**src/sv/agcm_pkg.sv**
```systemverilog
`default_nettype none
// ----------------------------------------------------------------------------
// agcm_pkg
// shared types, command codes, s-box and round/ghash functions
// ----------------------------------------------------------------------------
package agcm_pkg;

  localparam int AES_ROUNDS_DEFAULT = 14;

  localparam logic [1:0] CMD_LOAD    = 2'd0;
  localparam logic [1:0] CMD_START   = 2'd1;
  localparam logic [1:0] CMD_ENCRYPT = 2'd2;

  localparam logic [2:0] CFG_HASH_KEY_HI  = 3'd0;
  localparam logic [2:0] CFG_HASH_KEY_LO  = 3'd1;
  localparam logic [2:0] CFG_IV_HIGH      = 3'd2;
  localparam logic [2:0] CFG_IV_LOW       = 3'd3;
  localparam logic [2:0] CFG_COUNTER_START = 3'd4;

  localparam logic [31:0]  COUNTER_RESET = 32'd2;
  localparam logic [127:0] GHASH_POLY    = {8'hE1, 120'd0};

  typedef struct packed {
    logic         en;
    logic [3:0]   slot;
    logic [127:0] key;
  } key_wr_t;

  typedef struct packed {
    logic         enc;
    logic [127:0] block;
    logic [127:0] data;
  } q_entry_t;

  localparam logic [7:0] SBOX [256] = '{
    8'h63, 8'h7c, 8'h77, 8'h7b, 8'hf2, 8'h6b, 8'h6f, 8'hc5,
    8'h30, 8'h01, 8'h67, 8'h2b, 8'hfe, 8'hd7, 8'hab, 8'h76,
    8'hca, 8'h82, 8'hc9, 8'h7d, 8'hfa, 8'h59, 8'h47, 8'hf0,
    8'had, 8'hd4, 8'ha2, 8'haf, 8'h9c, 8'ha4, 8'h72, 8'hc0,
    8'hb7, 8'hfd, 8'h93, 8'h26, 8'h36, 8'h3f, 8'hf7, 8'hcc,
    8'h34, 8'ha5, 8'he5, 8'hf1, 8'h71, 8'hd8, 8'h31, 8'h15,
    8'h04, 8'hc7, 8'h23, 8'hc3, 8'h18, 8'h96, 8'h05, 8'h9a,
    8'h07, 8'h12, 8'h80, 8'he2, 8'heb, 8'h27, 8'hb2, 8'h75,
    8'h09, 8'h83, 8'h2c, 8'h1a, 8'h1b, 8'h6e, 8'h5a, 8'ha0,
    8'h52, 8'h3b, 8'hd6, 8'hb3, 8'h29, 8'he3, 8'h2f, 8'h84,
    8'h53, 8'hd1, 8'h00, 8'hed, 8'h20, 8'hfc, 8'hb1, 8'h5b,
    8'h6a, 8'hcb, 8'hbe, 8'h39, 8'h4a, 8'h4c, 8'h58, 8'hcf,
    8'hd0, 8'hef, 8'haa, 8'hfb, 8'h43, 8'h4d, 8'h33, 8'h85,
    8'h45, 8'hf9, 8'h02, 8'h7f, 8'h50, 8'h3c, 8'h9f, 8'ha8,
    8'h51, 8'ha3, 8'h40, 8'h8f, 8'h92, 8'h9d, 8'h38, 8'hf5,
    8'hbc, 8'hb6, 8'hda, 8'h21, 8'h10, 8'hff, 8'hf3, 8'hd2,
    8'hcd, 8'h0c, 8'h13, 8'hec, 8'h5f, 8'h97, 8'h44, 8'h17,
    8'hc4, 8'ha7, 8'h7e, 8'h3d, 8'h64, 8'h5d, 8'h19, 8'h73,
    8'h60, 8'h81, 8'h4f, 8'hdc, 8'h22, 8'h2a, 8'h90, 8'h88,
    8'h46, 8'hee, 8'hb8, 8'h14, 8'hde, 8'h5e, 8'h0b, 8'hdb,
    8'he0, 8'h32, 8'h3a, 8'h0a, 8'h49, 8'h06, 8'h24, 8'h5c,
    8'hc2, 8'hd3, 8'hac, 8'h62, 8'h91, 8'h95, 8'he4, 8'h79,
    8'he7, 8'hc8, 8'h37, 8'h6d, 8'h8d, 8'hd5, 8'h4e, 8'ha9,
    8'h6c, 8'h56, 8'hf4, 8'hea, 8'h65, 8'h7a, 8'hae, 8'h08,
    8'hba, 8'h78, 8'h25, 8'h2e, 8'h1c, 8'ha6, 8'hb4, 8'hc6,
    8'he8, 8'hdd, 8'h74, 8'h1f, 8'h4b, 8'hbd, 8'h8b, 8'h8a,
    8'h70, 8'h3e, 8'hb5, 8'h66, 8'h48, 8'h03, 8'hf6, 8'h0e,
    8'h61, 8'h35, 8'h57, 8'hb9, 8'h86, 8'hc1, 8'h1d, 8'h9e,
    8'he1, 8'hf8, 8'h98, 8'h11, 8'h69, 8'hd9, 8'h8e, 8'h94,
    8'h9b, 8'h1e, 8'h87, 8'he9, 8'hce, 8'h55, 8'h28, 8'hdf,
    8'h8c, 8'ha1, 8'h89, 8'h0d, 8'hbf, 8'he6, 8'h42, 8'h68,
    8'h41, 8'h99, 8'h2d, 8'h0f, 8'hb0, 8'h54, 8'hbb, 8'h16
  };

  function automatic logic [7:0] xtime(input logic [7:0] a);
    xtime = {a[6:0], 1'b0} ^ (a[7] ? 8'h1b : 8'h00);
  endfunction

  // one aes round: subbytes, shiftrows, mixcolumns unless last, add key
  function automatic logic [127:0] aes_round(input logic [127:0] s, input logic [127:0] k,
                                             input logic last);
    logic [7:0] b [16];
    logic [7:0] t [16];
    logic [7:0] m [16];
    logic [127:0] r;
    for (int i = 0; i < 16; i++) begin
      b[i] = s[127 - 8*i -: 8];
    end
    for (int c = 0; c < 4; c++) begin
      for (int j = 0; j < 4; j++) begin
        t[4*c + j] = SBOX[b[4*((c + j) % 4) + j]];
      end
    end
    for (int c = 0; c < 4; c++) begin
      m[4*c]     = xtime(t[4*c]) ^ xtime(t[4*c+1]) ^ t[4*c+1] ^ t[4*c+2] ^ t[4*c+3];
      m[4*c + 1] = t[4*c] ^ xtime(t[4*c+1]) ^ xtime(t[4*c+2]) ^ t[4*c+2] ^ t[4*c+3];
      m[4*c + 2] = t[4*c] ^ t[4*c+1] ^ xtime(t[4*c+2]) ^ xtime(t[4*c+3]) ^ t[4*c+3];
      m[4*c + 3] = xtime(t[4*c]) ^ t[4*c] ^ t[4*c+1] ^ t[4*c+2] ^ xtime(t[4*c+3]);
    end
    for (int i = 0; i < 16; i++) begin
      r[127 - 8*i -: 8] = last ? t[i] : m[i];
    end
    aes_round = r ^ k;
  endfunction

  // gf(2^128) multiply, gcm bit order
  function automatic logic [127:0] gf128_mul(input logic [127:0] x, input logic [127:0] y);
    logic [127:0] z;
    logic [127:0] v;
    logic         carry;
    z = '0;
    v = y;
    for (int i = 0; i < 128; i++) begin
      if (x[127 - i]) begin
        z = z ^ v;
      end
      carry = v[0];
      v = v >> 1;
      if (carry) begin
        v = v ^ GHASH_POLY;
      end
    end
    gf128_mul = z;
  endfunction

endpackage
`default_nettype wire

```
**src/sv/agcm_front.sv**
```systemverilog
`default_nettype none
// ----------------------------------------------------------------------------
// agcm_front
// request intake: decodes commands, owns the block counter, builds counter blocks
// ----------------------------------------------------------------------------
module agcm_front (
  input  wire logic               clk,
  input  wire logic               rst,
  input  wire logic               in_valid,
  output      logic               in_ready,
  input  wire logic [1:0]         command,
  input  wire logic [3:0]         key_slot,
  input  wire logic [63:0]        data_hi,
  input  wire logic [63:0]        data_lo,
  input  wire logic [63:0]        iv_high,
  input  wire logic [31:0]        iv_low,
  input  wire logic [31:0]        counter_seed,
  input  wire logic               q_full,
  input  wire logic               q_empty,
  input  wire logic               back_busy,
  output      logic               push,
  output      agcm_pkg::q_entry_t push_entry,
  output      agcm_pkg::key_wr_t  key_wr
);

  logic [31:0] counter;
  logic        accept;

  always_comb begin
    unique case (command)
      agcm_pkg::CMD_LOAD:    in_ready = q_empty && !back_busy;
      agcm_pkg::CMD_START:   in_ready = !q_full;
      agcm_pkg::CMD_ENCRYPT: in_ready = !q_full;
      default:               in_ready = 1'b1;
    endcase
  end

  assign accept = in_valid && in_ready;

  assign push = accept && (command == agcm_pkg::CMD_START || command == agcm_pkg::CMD_ENCRYPT);
  assign push_entry.enc   = (command == agcm_pkg::CMD_ENCRYPT);
  assign push_entry.block = {iv_high, iv_low, counter};
  assign push_entry.data  = {data_hi, data_lo};

  assign key_wr.en   = accept && (command == agcm_pkg::CMD_LOAD);
  assign key_wr.slot = key_slot;
  assign key_wr.key  = {data_hi, data_lo};

  always_ff @(posedge clk) begin
    if (rst) begin
      counter <= 32'd0;
    end else if (accept && command == agcm_pkg::CMD_START) begin
      counter <= counter_seed;
    end else if (accept && command == agcm_pkg::CMD_ENCRYPT) begin
      counter <= counter + 32'd1;
    end
  end

endmodule
`default_nettype wire

```
**config.mk**
```make
export PLATFORM = sky130hd
export DESIGN_NAME = agcm_front
export DESIGN_NICKNAME = d
export VERILOG_FILES = /design/src/sv/agcm_pkg.sv /design/src/sv/agcm_front.sv
export SDC_FILE = /design/constraint.sdc
export NUM_CORES = 1
export LEC_CHECK = 0
export BUFFER_PORTS_ARGS = -buffer_cell sky130_fd_sc_hd__buf_2
export CORE_AREA = 2 2 258 260
export DETAILED_ROUTE_END_ITERATION = 6
export DIE_AREA = 0 0 260 262
export MAX_ROUTING_LAYER = met4
export PLACE_DENSITY = 0.37
export SKIP_CTS_REPAIR_TIMING = 1
export SLEW_MARGIN = 20
export SYNTH_ARGS = -nofsm -noshare
export SYNTH_HDL_FRONTEND = slang
export SYNTH_SLANG_ARGS = --single-unit
```
**constraint.sdc**
```tcl
create_clock -name clk -period 5.3 [get_ports clk]
set_input_delay 0.53 -clock clk [delete_from_list [all_inputs] [get_ports clk]]
set_output_delay 0.53 -clock clk [all_outputs]
set_load 0.01 [all_outputs]
```
==> metrics <==
largest registers=counter (32); number of non-filler instances in the completed layout=1220; Post-synth EDFFs=0; number of global-route vias before repair=3131; overall via count from detail_route=3092; clock buffers created by TritonCTS=5; required time of the critical path=4.77 ns; area overhead of the layout relative to synthesis=-22.5%; max-slew violation total from the final report=0; starting utilization of the core area=7.45%; fraction of final layout cells with drive strength greater than 1=27.1%; port bufs=75; clock tree from TritonCTS=yes; leakage power figure=1.09 nW; number of cells in the design after placement=1206; maximum clock skew at final layout=0.00701 ns; Via-to-Cell Ratio=2.53; weighted congestion at the end of routability-driven global placement=0.685; register clock-pin slew on the reported worst setup and hold paths=0.05 ns; standard-cell row count=94; Reg with most FFs=counter; floorplan die area=0.0681 mm2; per-instance average area after synthesis=7.64 um2; worst path cell trace=buf_2 -> inv_1 -> ha_1 -> nor2b_1 -> o31a_1 -> and2_1 -> buf_2; outcome=complete, no violations; area share of the leading cell type in the synthesized netlist=55.1%; Iteration-0 DRC Markers=206; Pre-antenna DRT Iters=5; TNS Setup=0 ns; wire length reported by the detailed router=21900 um; library cells used by synthesis=63; total half-perimeter wirelength after legalization and detailed placement=18400 um; number of synthesis warnings=0; I/O pin count=660; number of endpoints with negative hold slack in the final report=0; fill cell total of the finished layout=7733; number of antenna violations at the first check in global routing=12; Synth area leader=sky130_fd_sc_hd__buf_4; pin count of the biggest net entering global routing=23; most frequent cells in the layout=sky130_fd_sc_hd__buf_2 (75), sky130_fd_sc_hd__dfxtp_1 (32), sky130_fd_sc_hd__nand2_1 (27); wire per inst=17.9 um; largest voltage drop on the vdd net=0.102 mV; Synth async-reset ratio=0%; worst setup timing slack at the placement stage=1.98 ns; area of the core region=0.0653 mm2; top achievable clock speed=304 MHz; Worst Hold Class=input pin to flip-flop; slowest cell delay on critical path=0.76 ns; gate count of the mapped netlist=636; total chip power=665 uW; primary flip-flop cell chosen by synthesis mapping=sky130_fd_sc_hd__dfxtp_1; overflow left after global routing=0; CP arrival=2.76 ns; Period minus WS final=3.29 ns; unrepaired setup endpoints after global routing=false; Clock Tree Root=sky130_fd_sc_hd__clkbuf_16; max cap viols=0; max FFs per register=32; area of the mapped netlist=0.00486 mm2; vertical die dimension=262 um; number of DRC violations after detailed routing=0; top cells by area, synth=sky130_fd_sc_hd__buf_4 (55%), sky130_fd_sc_hd__dfxtp_1 (13%), sky130_fd_sc_hd__nand2_1 (2.1%); Crit Path Category=input pin to output port; FF+latch count, synth=32; PnR worst setup slack=2.01 ns; crit path launch type=input pin; Top cell by count, worst path=sky130_fd_sc_hd__buf_2; transition time at the pin with the least slew margin=1.01 ns; global-route wire length before repair=27800 um; critical-path cell with the highest stage delay=sky130_fd_sc_hd__nor2b_1; part of the cycle the worst path needs=62.0%; net count of the finished layout=622; Final Setup Violations=0; Synth Net Count=909; Relative slew margins=31.6%; proportion of synthesized chip area in sequential cells=13.2%; CP Max Fanout=14; Power Density=177 mW/mm2; most common cell after layout, fill and taps aside=sky130_fd_sc_hd__buf_2; clock buffer depth=2; aggregate global-route resource usage=6.20%; count of H-tree levels built during CTS=2; type of element capturing the critical path=output port; CTS sink cnt=32; remaining antenna violation count after routing=0; clock latency at the later pin of the worst-skew pair=0.28 ns; die extent in x=260 um
synth_stat cells (6+ instances only):
master and n:
sky130_fd_sc_hd__buf_4 357, sky130_fd_sc_hd__dfxtp_1 32, sky130_fd_sc_hd__nand2_1 27, sky130_fd_sc_hd__a21oi_1 16
sky130_fd_sc_hd__nor2_1 16, sky130_fd_sc_hd__clkbuf_1 12, sky130_fd_sc_hd__nand3_1 12, sky130_fd_sc_hd__nor3_1 12
sky130_fd_sc_hd__nand4_1 11, sky130_fd_sc_hd__o21ai_0 11, sky130_fd_sc_hd__nor4_1 10, sky130_fd_sc_hd__o22ai_1 7
sky130_fd_sc_hd__a22oi_1 6, sky130_fd_sc_hd__inv_1 6, sky130_fd_sc_hd__o31ai_1 6
cell families (layout without fill, tap and decap cells):
| logic type | Yosys count | after routing | synth area share (%) |
|---|---|---|---|
| compound gates | 97 | 97 | 14.4 |
| xor+xnor | 5 | 5 | 0.901 |
| fa+ha+maj | 5 | 5 | 1.29 |
| buf+inv | 380 | 94 | 57.1 |
| flops | 32 | 32 | 13.2 |
| mux | 1 | 1 | 0.206 |
| other cells | 0 | 6 | 0 |
| simple gates | 116 | 116 | 12.9 |
worst paths after layout:
check | startpoint | cells past startpoint | endpoint | slack (ns)
setup / recovery | command[0] | 7 | key_wr[132] | 2.01
hold / removal | counter_seed[4] | 3 | counter[4]$_SDFFE_PP0P_ | 0.47
setup reg to reg | counter[12]$_SDFFE_PP0P_ | 5 | counter[28]$_SDFFE_PP0P_ | 2.95
hold reg to reg | counter[31]$_SDFFE_PP0P_ | 1 | counter[31]$_SDFFE_PP0P_ | 0.50
metal layers:
metal / vias to the layer above / share of wire (%) / wire (um) / global-route usage (%)
li1: 1251 / - / - / -
met1: 1368 / 36 / 7970 / 6.35
met2: 368 / 44 / 9590 / 9.32
met3: 105 / 15 / 3260 / 3.74
met4: 0 / 4.7 / 1030 / 3.11
met5: - / 0 / 0 / -
worst max-delay path: cells and delay by family:
family / cells / cell delay [ns]
and+or+nand+nor: 2 / 0.98
AOI/OAI and AO/OA: 1 / 0.67
buffers and inverters: 3 / 0.29
adders and majority gates: 1 / 0.29
metrics by stage:
step	utilization [%]	hold WS, ns	instance area (um2)
after global placement	5.53	0.491	3610
after global routing	5.77	0.478	3760
after floorplan	-	0.505	4860
after CTS	5.75	0.475	3750
final	5.77	0.466	3770
after detailed placement	5.53	0.492	3610
power breakdown:
part	switching, mW	total [mW]	internal (mW)
Sequential	0.0125	0.260	0.247
Clock	0.111	0.298	0.188
Combinational	0.0698	0.107	0.0375
Total	0.193	0.665	0.472
final cells by class:
type                    instances  area [um2]  share of cell area (%)
inverters                       7        26.3                   0.697
flip-flops and latches         32         641                    17.0
repair buffers                 79         405                    10.8
well taps                     864        1080                    28.7
clock buffers                   8         146                    3.88
diodes                          6        15.0                   0.398
multi-input cells             224        1450                    38.6
(Power assumes the default switching activity.)
