[config.mk]
export PLATFORM = sky130hd
export DESIGN_NAME = agcm_queue
export DESIGN_NICKNAME = d
export VERILOG_FILES = /design/src/sv/agcm_pkg.sv /design/src/sv/agcm_queue.sv
export SDC_FILE = /design/constraint.sdc
export NUM_CORES = 1
export LEC_CHECK = 0
export BUFFER_PORTS_ARGS = -buffer_cell sky130_fd_sc_hd__buf_2
export CORE_AREA = 2 2 267 137
export CTS_CLUSTER_SIZE = 10
export DETAILED_ROUTE_END_ITERATION = 6
export DIE_AREA = 0 0 269 139
export PLACE_DENSITY = 0.85
export SLEW_MARGIN = 20
export SYNTH_ARGS = -nofsm -noshare
export SYNTH_HDL_FRONTEND = slang
export SYNTH_SLANG_ARGS = --single-unit
export TNS_END_PERCENT = 50
[constraint.sdc]
create_clock -name clk -period 38.9 [get_ports clk]
set_input_delay 3.89 -clock clk [delete_from_list [all_inputs] [get_ports clk]]
set_output_delay 3.89 -clock clk [all_outputs]
set_load 0.02 [all_outputs]
[src/sv/agcm_pkg.sv]
`default_nettype none
// ----------------------------------------------------------------------------
// agcm_pkg
// shared types, command codes, s-box and round/ghash functions
// ----------------------------------------------------------------------------
package agcm_pkg;

  localparam int AES_ROUNDS_DEFAULT = 14;

  localparam logic [1:0] CMD_LOAD    = 2'd0;
  localparam logic [1:0] CMD_START   = 2'd1;
  localparam logic [1:0] CMD_ENCRYPT = 2'd2;

  localparam logic [2:0] CFG_HASH_KEY_HI  = 3'd0;
  localparam logic [2:0] CFG_HASH_KEY_LO  = 3'd1;
  localparam logic [2:0] CFG_IV_HIGH      = 3'd2;
  localparam logic [2:0] CFG_IV_LOW       = 3'd3;
  localparam logic [2:0] CFG_COUNTER_START = 3'd4;

  localparam logic [31:0]  COUNTER_RESET = 32'd2;
  localparam logic [127:0] GHASH_POLY    = {8'hE1, 120'd0};

  typedef struct packed {
    logic         en;
    logic [3:0]   slot;
    logic [127:0] key;
  } key_wr_t;

  typedef struct packed {
    logic         enc;
    logic [127:0] block;
    logic [127:0] data;
  } q_entry_t;

  localparam logic [7:0] SBOX [256] = '{
    8'h63, 8'h7c, 8'h77, 8'h7b, 8'hf2, 8'h6b, 8'h6f, 8'hc5,
    8'h30, 8'h01, 8'h67, 8'h2b, 8'hfe, 8'hd7, 8'hab, 8'h76,
    8'hca, 8'h82, 8'hc9, 8'h7d, 8'hfa, 8'h59, 8'h47, 8'hf0,
    8'had, 8'hd4, 8'ha2, 8'haf, 8'h9c, 8'ha4, 8'h72, 8'hc0,
    8'hb7, 8'hfd, 8'h93, 8'h26, 8'h36, 8'h3f, 8'hf7, 8'hcc,
    8'h34, 8'ha5, 8'he5, 8'hf1, 8'h71, 8'hd8, 8'h31, 8'h15,
    8'h04, 8'hc7, 8'h23, 8'hc3, 8'h18, 8'h96, 8'h05, 8'h9a,
    8'h07, 8'h12, 8'h80, 8'he2, 8'heb, 8'h27, 8'hb2, 8'h75,
    8'h09, 8'h83, 8'h2c, 8'h1a, 8'h1b, 8'h6e, 8'h5a, 8'ha0,
    8'h52, 8'h3b, 8'hd6, 8'hb3, 8'h29, 8'he3, 8'h2f, 8'h84,
    8'h53, 8'hd1, 8'h00, 8'hed, 8'h20, 8'hfc, 8'hb1, 8'h5b,
    8'h6a, 8'hcb, 8'hbe, 8'h39, 8'h4a, 8'h4c, 8'h58, 8'hcf,
    8'hd0, 8'hef, 8'haa, 8'hfb, 8'h43, 8'h4d, 8'h33, 8'h85,
    8'h45, 8'hf9, 8'h02, 8'h7f, 8'h50, 8'h3c, 8'h9f, 8'ha8,
    8'h51, 8'ha3, 8'h40, 8'h8f, 8'h92, 8'h9d, 8'h38, 8'hf5,
    8'hbc, 8'hb6, 8'hda, 8'h21, 8'h10, 8'hff, 8'hf3, 8'hd2,
    8'hcd, 8'h0c, 8'h13, 8'hec, 8'h5f, 8'h97, 8'h44, 8'h17,
    8'hc4, 8'ha7, 8'h7e, 8'h3d, 8'h64, 8'h5d, 8'h19, 8'h73,
    8'h60, 8'h81, 8'h4f, 8'hdc, 8'h22, 8'h2a, 8'h90, 8'h88,
    8'h46, 8'hee, 8'hb8, 8'h14, 8'hde, 8'h5e, 8'h0b, 8'hdb,
    8'he0, 8'h32, 8'h3a, 8'h0a, 8'h49, 8'h06, 8'h24, 8'h5c,
    8'hc2, 8'hd3, 8'hac, 8'h62, 8'h91, 8'h95, 8'he4, 8'h79,
    8'he7, 8'hc8, 8'h37, 8'h6d, 8'h8d, 8'hd5, 8'h4e, 8'ha9,
    8'h6c, 8'h56, 8'hf4, 8'hea, 8'h65, 8'h7a, 8'hae, 8'h08,
    8'hba, 8'h78, 8'h25, 8'h2e, 8'h1c, 8'ha6, 8'hb4, 8'hc6,
    8'he8, 8'hdd, 8'h74, 8'h1f, 8'h4b, 8'hbd, 8'h8b, 8'h8a,
    8'h70, 8'h3e, 8'hb5, 8'h66, 8'h48, 8'h03, 8'hf6, 8'h0e,
    8'h61, 8'h35, 8'h57, 8'hb9, 8'h86, 8'hc1, 8'h1d, 8'h9e,
    8'he1, 8'hf8, 8'h98, 8'h11, 8'h69, 8'hd9, 8'h8e, 8'h94,
    8'h9b, 8'h1e, 8'h87, 8'he9, 8'hce, 8'h55, 8'h28, 8'hdf,
    8'h8c, 8'ha1, 8'h89, 8'h0d, 8'hbf, 8'he6, 8'h42, 8'h68,
    8'h41, 8'h99, 8'h2d, 8'h0f, 8'hb0, 8'h54, 8'hbb, 8'h16
  };

  function automatic logic [7:0] xtime(input logic [7:0] a);
    xtime = {a[6:0], 1'b0} ^ (a[7] ? 8'h1b : 8'h00);
  endfunction

  // one aes round: subbytes, shiftrows, mixcolumns unless last, add key
  function automatic logic [127:0] aes_round(input logic [127:0] s, input logic [127:0] k,
                                             input logic last);
    logic [7:0] b [16];
    logic [7:0] t [16];
    logic [7:0] m [16];
    logic [127:0] r;
    for (int i = 0; i < 16; i++) begin
      b[i] = s[127 - 8*i -: 8];
    end
    for (int c = 0; c < 4; c++) begin
      for (int j = 0; j < 4; j++) begin
        t[4*c + j] = SBOX[b[4*((c + j) % 4) + j]];
      end
    end
    for (int c = 0; c < 4; c++) begin
      m[4*c]     = xtime(t[4*c]) ^ xtime(t[4*c+1]) ^ t[4*c+1] ^ t[4*c+2] ^ t[4*c+3];
      m[4*c + 1] = t[4*c] ^ xtime(t[4*c+1]) ^ xtime(t[4*c+2]) ^ t[4*c+2] ^ t[4*c+3];
      m[4*c + 2] = t[4*c] ^ t[4*c+1] ^ xtime(t[4*c+2]) ^ xtime(t[4*c+3]) ^ t[4*c+3];
      m[4*c + 3] = xtime(t[4*c]) ^ t[4*c] ^ t[4*c+1] ^ t[4*c+2] ^ xtime(t[4*c+3]);
    end
    for (int i = 0; i < 16; i++) begin
      r[127 - 8*i -: 8] = last ? t[i] : m[i];
    end
    aes_round = r ^ k;
  endfunction

  // gf(2^128) multiply, gcm bit order
  function automatic logic [127:0] gf128_mul(input logic [127:0] x, input logic [127:0] y);
    logic [127:0] z;
    logic [127:0] v;
    logic         carry;
    z = '0;
    v = y;
    for (int i = 0; i < 128; i++) begin
      if (x[127 - i]) begin
        z = z ^ v;
      end
      carry = v[0];
      v = v >> 1;
      if (carry) begin
        v = v ^ GHASH_POLY;
      end
    end
    gf128_mul = z;
  endfunction

endpackage
`default_nettype wire

[src/sv/agcm_queue.sv]
`default_nettype none
// ----------------------------------------------------------------------------
// agcm_queue
// two-entry request queue between front and back
// ----------------------------------------------------------------------------
module agcm_queue (
  input  wire logic               clk,
  input  wire logic               rst,
  input  wire logic               push,
  input  wire agcm_pkg::q_entry_t push_entry,
  input  wire logic               pop,
  output      agcm_pkg::q_entry_t head,
  output      logic               head_valid,
  output      logic               full,
  output      logic               empty
);

  agcm_pkg::q_entry_t mem [2];
  logic       wr_ptr;
  logic       rd_ptr;
  logic [1:0] count;

  assign head       = mem[rd_ptr];
  assign head_valid = (count != 2'd0);
  assign empty      = (count == 2'd0);
  assign full       = (count == 2'd2);

  always_ff @(posedge clk) begin
    if (push) begin
      mem[wr_ptr] <= push_entry;
    end
  end

  always_ff @(posedge clk) begin
    if (rst) begin
      wr_ptr <= 1'b0;
      rd_ptr <= 1'b0;
      count  <= 2'd0;
    end else begin
      if (push) begin
        wr_ptr <= ~wr_ptr;
      end
      if (pop) begin
        rd_ptr <= ~rd_ptr;
      end
      count <= count + {1'b0, push} - {1'b0, pop};
    end
  end

endmodule
`default_nettype wire

==> results.py, run 1 <==
metrics = {
    "yosys": {
        "ys_seq_area_share_pct": 78.54,
        "synth_edf_count": 514,
        "syn-cell-area_um2": 19780,
        "ys_types": 16,
        "yosysWarnings": 0,
        "synth.avg_cell_area_um2": 24.06,
        "synthCells": 822,
        "async_reset_ff_share_pct": 0,
        "yosysMostFrequentCell": "edfxtp_1",
        "ys_seq_elements": 519,
        "synth_top_flop_cell": "edfxtp_1",
        "synth.area.top_cells": "edfxtp_1, mux2_4, mux2_2",
        "synth_common_cells": "edfxtp_1, mux2_4, mux2_2, buf_6, buf_8",
        "synth.top_cell.area_share_pct": 78.04,
        "synth_top_area_cell": "edfxtp_1",
        "syn_nets": 1085,
    },
    "floorplan": {
        "fp-row-count": 49,
        "die_area_um2": 37390,
        "coreArea_um2": 35250,
        "start_util_pct": 56.11,
        "die_w_um": 269,
        "chipHeight_um": 139,
        "io_pins": 521,
    },
    "power": {
        "p_int_w": 0.001003,
        "combPwrFrac_pct": 13.5,
        "switchingPower_w": 0.0003108,
        "leakage_nw": 9.629,
        "irDropWorstVdd_uv": 46.38,
        "p_seq_share_pct": 50.7,
        "p_clk_share_pct": 35.7,
        "switching_share_pct": 23.66,
        "pwr_density_cell_nw_per_um2": 54.04,
    },
    "critical_path": {
        "worst_ep_arrival_time_ns": 3.91,
        "end_kind": "primary output",
        "cp-start-kind": "register",
        "worstSetupPathType": "reg -> out",
        "critPathMaxStageDelay_ns": 0.91,
        "cp_max_fo": 56,
        "slowest_stage": "dfxtp_4",
        "crit_top_cell": "buf_4",
        "path_cells": "buf_4, buf_4, mux2_4, buf_2",
        "required_ns": 35.01,
    },
    "worst_hold_path": {
        "hp-class": "reg -> reg",
    },
    "grt": {
        "grt_pass1_wl_mm": 61.84,
        "grt_max_degree": 79,
        "antenna_found_initial": 12,
        "gr-usage-all-layers_pct": 22.13,
        "grt_pass1_vias": 10300,
        "grt_overflow": 0,
    },
    "sta": {
        "period_needed_ns": 7.803,
        "skew_ns": 0.01993,
        "hold_viol": 0,
        "max_freq_mhz": 128.2,
        "rsz0062_at_grt": "false",
        "slew_headroom_pct": 26.98,
        "setup-violations-final": 0,
        "finalSetupTns_ns": 0,
        "finalCritPeriodShare_pct": 20.06,
        "worst_slew_pin_slew_ns": 1.095,
        "final_max_slew_viol_count": 0,
    },
    "cts": {
        "tritoncts": "done",
        "path_clk_slew_ns": 0.05,
        "clock_sinks": 519,
        "postCtsHoldBufs": 0,
        "cts_buffers": 58,
        "cts_max_level": 2,
        "cts_resized": 0,
        "clk_path_buf_depth": 3,
        "cts_root_buffer": "clkbuf_16",
        "clk_latency_ns": 0.57,
        "post_cts_buffers": 0,
    },
    "cells_and_area": {
        "fin_cells": 1892,
        "nNetsFinal": 1647,
        "synthToLayoutAreaGrowth_pct": 22.91,
        "drive_gt1_share_pct": 61.12,
        "post-route-util_pct": 68.96,
    },
    "routing": {
        "viasPerCell": 5.205,
        "drt_first_pass_iters": 7,
        "ant_nets": 0,
        "vias": 9848,
        "drt_wl_total_mm": 42.18,
        "drt_iter0_markers": 933,
        "drc": 4,
        "wl_per_cell_um": 22.29,
    },
    "place": {
        "gp_congestion": 0.8569,
        "dpl.hpwl_mm": 28.64,
        "placedCellCount": 1808,
        "io_buffers": 520,
    },
    "run": {
        "maxCapViolations": 0,
    },
    "run_status": {
        "status": "finished with violations",
        "violations": "design-rule violations",
    },
}
==> per-layer routing <==
| layer | vias up | share of wire [%] | global-route usage, % |
|---|---|---|---|
| li1 | 4381 | - | - |
| met1 | 4972 | 39 | 27.57 |
| met2 | 404 | 51 | 37.70 |
| met3 | 85 | 7.6 | 6.126 |
| met4 | 6 | 2.5 | 7.164 |
| met5 | - | 0.10 | 0 |
==> sequential cells by signal, summed over array words and instances (netlist names), named ones only <==
register,count
count,2
mem,514
rd_ptr,1
wr_ptr,1
==> final timing paths <==
check	cells after the start	start	endpoint	slack, ns
hold / removal	2	rd_ptr	register	0.51
setup / recovery	4	register	head[124]	31.10
setup reg to reg	3	wr_ptr	mem[1][166]	35.51
hold reg to reg	2	rd_ptr	register	0.51
==> power groups by stage <==
stage / clock network, W / registers (W) / logic, W
6_report: 0.000470 / 0.000667 / 0.000178
5_1_grt: 0.000501 / 0.000669 / 0.000188
4_1_cts: 0.000478 / 0.000667 / 0.000180
3_5_place_dp: 0 / 0.000678 / 0.000178
3_3_place_gp: 0 / 0.000676 / 0.000174
2_1_floorplan: 0 / 0.000683 / 0.000125
==> metrics by stage <==
stage	setup slack, ns	hold WS [ns]	total power, W	cell area [µm²]
4_1_cts	31.07	0.5154	0.001325	24290
3_3_place_gp	31.76	0.4919	0.0008498	22720
5_1_grt	30.91	0.5306	0.001358	24310
2_1_floorplan	23.04	0.4799	0.0008081	19780
3_5_place_dp	31.70	0.5043	0.0008565	22720
6_report	31.10	0.5127	0.001314	24310
==> worst max-delay path: cells and delay by family (launching register included) <==
family / cells / cell delay, ns
buffers and inverters: 3 / 1.90
multiplexers: 1 / 0.36
flip-flops: 1 / 0.91
==> cells in the final DEF, fill, tap and decap left out, drive strengths merged, types with 3 or more instances in the layout <==
master,n
buf,531
clkbuf,71
clkinv,3
dfxtp,5
diode,9
edfxtp,514
inv,4
mux2,257
nor2,4
nor2b,3
==> logic make-up after synthesis <==
kind of cell	after synthesis	share of synthesized area (%)
flip-flops	519	78.54
multiplexers	257	19.00
buffers and inverters	32	1.898
AND/OR/NAND/NOR	9	0.2341
XOR/XNOR	3	0.2024
adder cells (fa/ha/maj)	2	0.1265
==> cell type report <==
| class | count | area, µm² |
|---|---|---|
| antenna | 9 | 22.52 |
| clock buffer | 71 | 1521 |
| clock inverter | 4 | 46.29 |
| fill | 2226 | 10940 |
| inverter | 3 | 11.26 |
| multi-input combinational | 271 | 3879 |
| sequential | 519 | 15540 |
| tap | 484 | 605.6 |
| timing repair buffer | 531 | 2685 |
(Power assumes the default switching activity.)
==> inputs of run 2 (changes only) <==
ABC_AREA = 1   (was unset)
CORE_AREA = 2 2 291 149   (was 2 2 267 137)
DIE_AREA = 0 0 293 151   (was 0 0 269 139)
PLACE_DENSITY = 0.76   (was 0.85)
clock period = 6.5 ns   (was 38.9 ns; I/O delays follow)
==> run 2 against run 1 <==
  * The run now ends clean
  * Critical path depth decreased by 1
  * Largest cell class unchanged
  * Hold slack worse by 0.24 ns
  * Design area grew 0.61%
  * Combinational power increased to 5.7 times the previous value
  * Synthesized area about the same
  * Sequential cell count unchanged
==> results.py, run 2 <==
metrics = {
    "critical_path": {
        "worstSetupPathType": "reg -> out",
        "critPathMaxStageDelay_ns": 0.73,
        "cp_max_fo": 133,
        "required_ns": 5.85,
        "cp_num_buf_inv": 2,
        "worst_ep_arrival_time_ns": 2.76,
        "critical-path-top-delay-family": "buffers and inverters",
        "slowest_stage": "dfxtp_4",
        "end_kind": "primary output",
        "cp-start-kind": "register",
        "path_cells": "buf_12, mux2_4, buf_2",
    },
    "place": {
        "placedCellCount": 1882,
        "dpl.hpwl_mm": 30.39,
        "gp_congestion": 0.8467,
        "io_buffers": 520,
    },
    "sta": {
        "worst_slew_pin_slew_ns": 1.079,
        "final_max_slew_viol_count": 0,
        "slew_headroom_pct": 28.08,
        "finalSetupTns_ns": 0,
        "hold_viol": 0,
        "max_freq_mhz": 293.2,
        "finalCritPeriodShare_pct": 52.47,
        "rsz0062_at_grt": "false",
        "skew_ns": 0.01234,
        "period_needed_ns": 3.411,
        "setup-violations-final": 0,
    },
    "floorplan": {
        "coreArea_um2": 41580,
        "chipHeight_um": 151,
        "fp-row-count": 53,
        "die_w_um": 293,
        "io_pins": 521,
        "die_area_um2": 44240,
        "start_util_pct": 47.58,
    },
    "yosys": {
        "yosysWarnings": 0,
        "synth.top_cell.area_share_pct": 78.02,
        "synth_top_flop_cell": "edfxtp_1",
        "synth.area.top_cells": "edfxtp_1, mux2_4, mux2_2",
        "ys_seq_elements": 519,
        "yosysMostFrequentCell": "edfxtp_1",
        "ys_types": 16,
        "synth.avg_cell_area_um2": 23.78,
        "synthCells": 832,
        "ys_seq_area_share_pct": 78.52,
        "async_reset_ff_share_pct": 0,
        "synth_top_area_cell": "edfxtp_1",
        "synth_edf_count": 514,
        "syn-cell-area_um2": 19780,
        "synth_common_cells": "edfxtp_1, mux2_4, mux2_2, buf_6, buf_8",
        "syn_nets": 1095,
    },
    "cells_and_area": {
        "multi_input_area_um2": 3859,
        "synthToLayoutAreaGrowth_pct": 23.63,
        "regMostFlops": "mem",
        "nNetsFinal": 1655,
        "fin_cells": 1985,
        "layout_commonest_cell": "buf_2",
        "final_cell_mix": "buf_2, edfxtp_1, mux2_4",
        "fill_cells": 3047,
        "largest_reg_flops": 514,
        "seqCellArea_um2": 15540,
        "drive_gt1_share_pct": 59.94,
        "post-route-util_pct": 58.82,
        "reg_top3": "mem x514, count x2",
    },
    "grt": {
        "antenna_found_initial": 16,
        "grt_max_degree": 134,
        "gr-usage-all-layers_pct": 18.74,
        "grt_overflow": 0,
        "grt_pass1_vias": 10400,
        "grt_pass1_wl_mm": 61.58,
    },
    "cts": {
        "clk_latency_ns": 0.56,
        "path_clk_slew_ns": 0.06,
        "clk_path_buf_depth": 3,
        "cts_root_buffer": "clkbuf_16",
        "cts_resized": 0,
        "postCtsHoldBufs": 0,
        "cts_buffers": 57,
        "clock_sinks": 519,
        "post_cts_buffers": 0,
        "cts_max_level": 2,
        "tritoncts": "done",
    },
    "routing": {
        "wl_per_cell_um": 22.14,
        "drt_iter0_markers": 651,
        "viasPerCell": 4.970,
        "drt_wl_total_mm": 43.95,
        "vias": 9865,
        "ant_nets": 0,
        "drt_first_pass_iters": 5,
        "drc": 0,
    },
    "run": {
        "maxCapViolations": 0,
    },
    "power": {
        "irDropWorstVdd_uv": 192.9,
        "leakage_nw": 9.651,
        "pwr_density_cell_nw_per_um2": 317.7,
    },
    "run_status": {
        "status": "finished clean",
    },
    "worst_hold_path": {
        "hp-class": "in -> reg",
    },
}
run 2: changes by cell type in the layout (fill, tap and decap cells not counted), sizes merged, moves of 4 or more:
cell    previous run  this run
nand2              0         4
clkbuf            71        84
inv                4        10
diode              9        17
nor2               4         8
run 2: worst paths after layout:
| check | slack [ns] | cells after the start | start | to |
|---|---|---|---|---|
| worst min-delay path | 0.27 | 1 | push_entry[196] | mem[0][196] |
| worst max-delay path | 3.09 | 3 | register | head[219] |
| worst min register to register | 0.52 | 2 | rd_ptr | rd_ptr |
| worst max register to register | 3.92 | 3 | wr_ptr | mem[1][57] |
run 2: area by class of cell:
class,instances,area share (%)
Sequential cell,519,63.53
Multi-Input combinational cell,275,15.78
Timing Repair Buffer,530,11.08
Clock buffer,84,6.420
Tap cell,550,2.814
Antenna cell,17,0.1739
Inverter,9,0.1688
Clock inverter,1,0.03581
run 2: routing by layer:
layer,vias to the layer above,global-route usage [%],part of all wire [%]
met5,-,0,0.061
met4,4,8.744,3.6
met3,114,3.918,3.9
met2,253,35.06,57
met1,5062,20.66,36
li1,4432,-,-
run 2: power by group:
part / total [W] / switching [W] / internal [W]
clock: 0.00282 / 0.00118 / 0.00164
sequential: 0.00394 / 0.0000553 / 0.00389
combinational: 0.00101 / 0.000573 / 0.000441
run 2: through the flow:
| stage | worst slack [ns] | total power, W | hold WS [ns] | area, µm² |
|---|---|---|---|---|
| after global placement | 3.564 | 0.004993 | 0.4993 | 22810 |
| after global routing | 2.974 | 0.008038 | 0.2364 | 24450 |
| after CTS | 3.049 | 0.007852 | 0.2338 | 24390 |
| final | 3.089 | 0.007771 | 0.2705 | 24460 |
| after floorplan | 0.2162 | 0.004711 | 0.4799 | 19790 |
| after detailed placement | 3.501 | 0.005028 | 0.5085 | 22810 |
run 2: cells by family after synthesis:
group                    count (synthesis)  synth area share (%)
multiplexers                           257                 18.99
buffers and inverters                   38                 2.011
AO/OA/AOI/OAI                            1               0.02527
flip-flops                             519                 78.52
adder cells (fa/ha/maj)                  2                0.1265
XOR/XNOR                                 1               0.04428
AND/OR/NAND/NOR                         14                0.2782
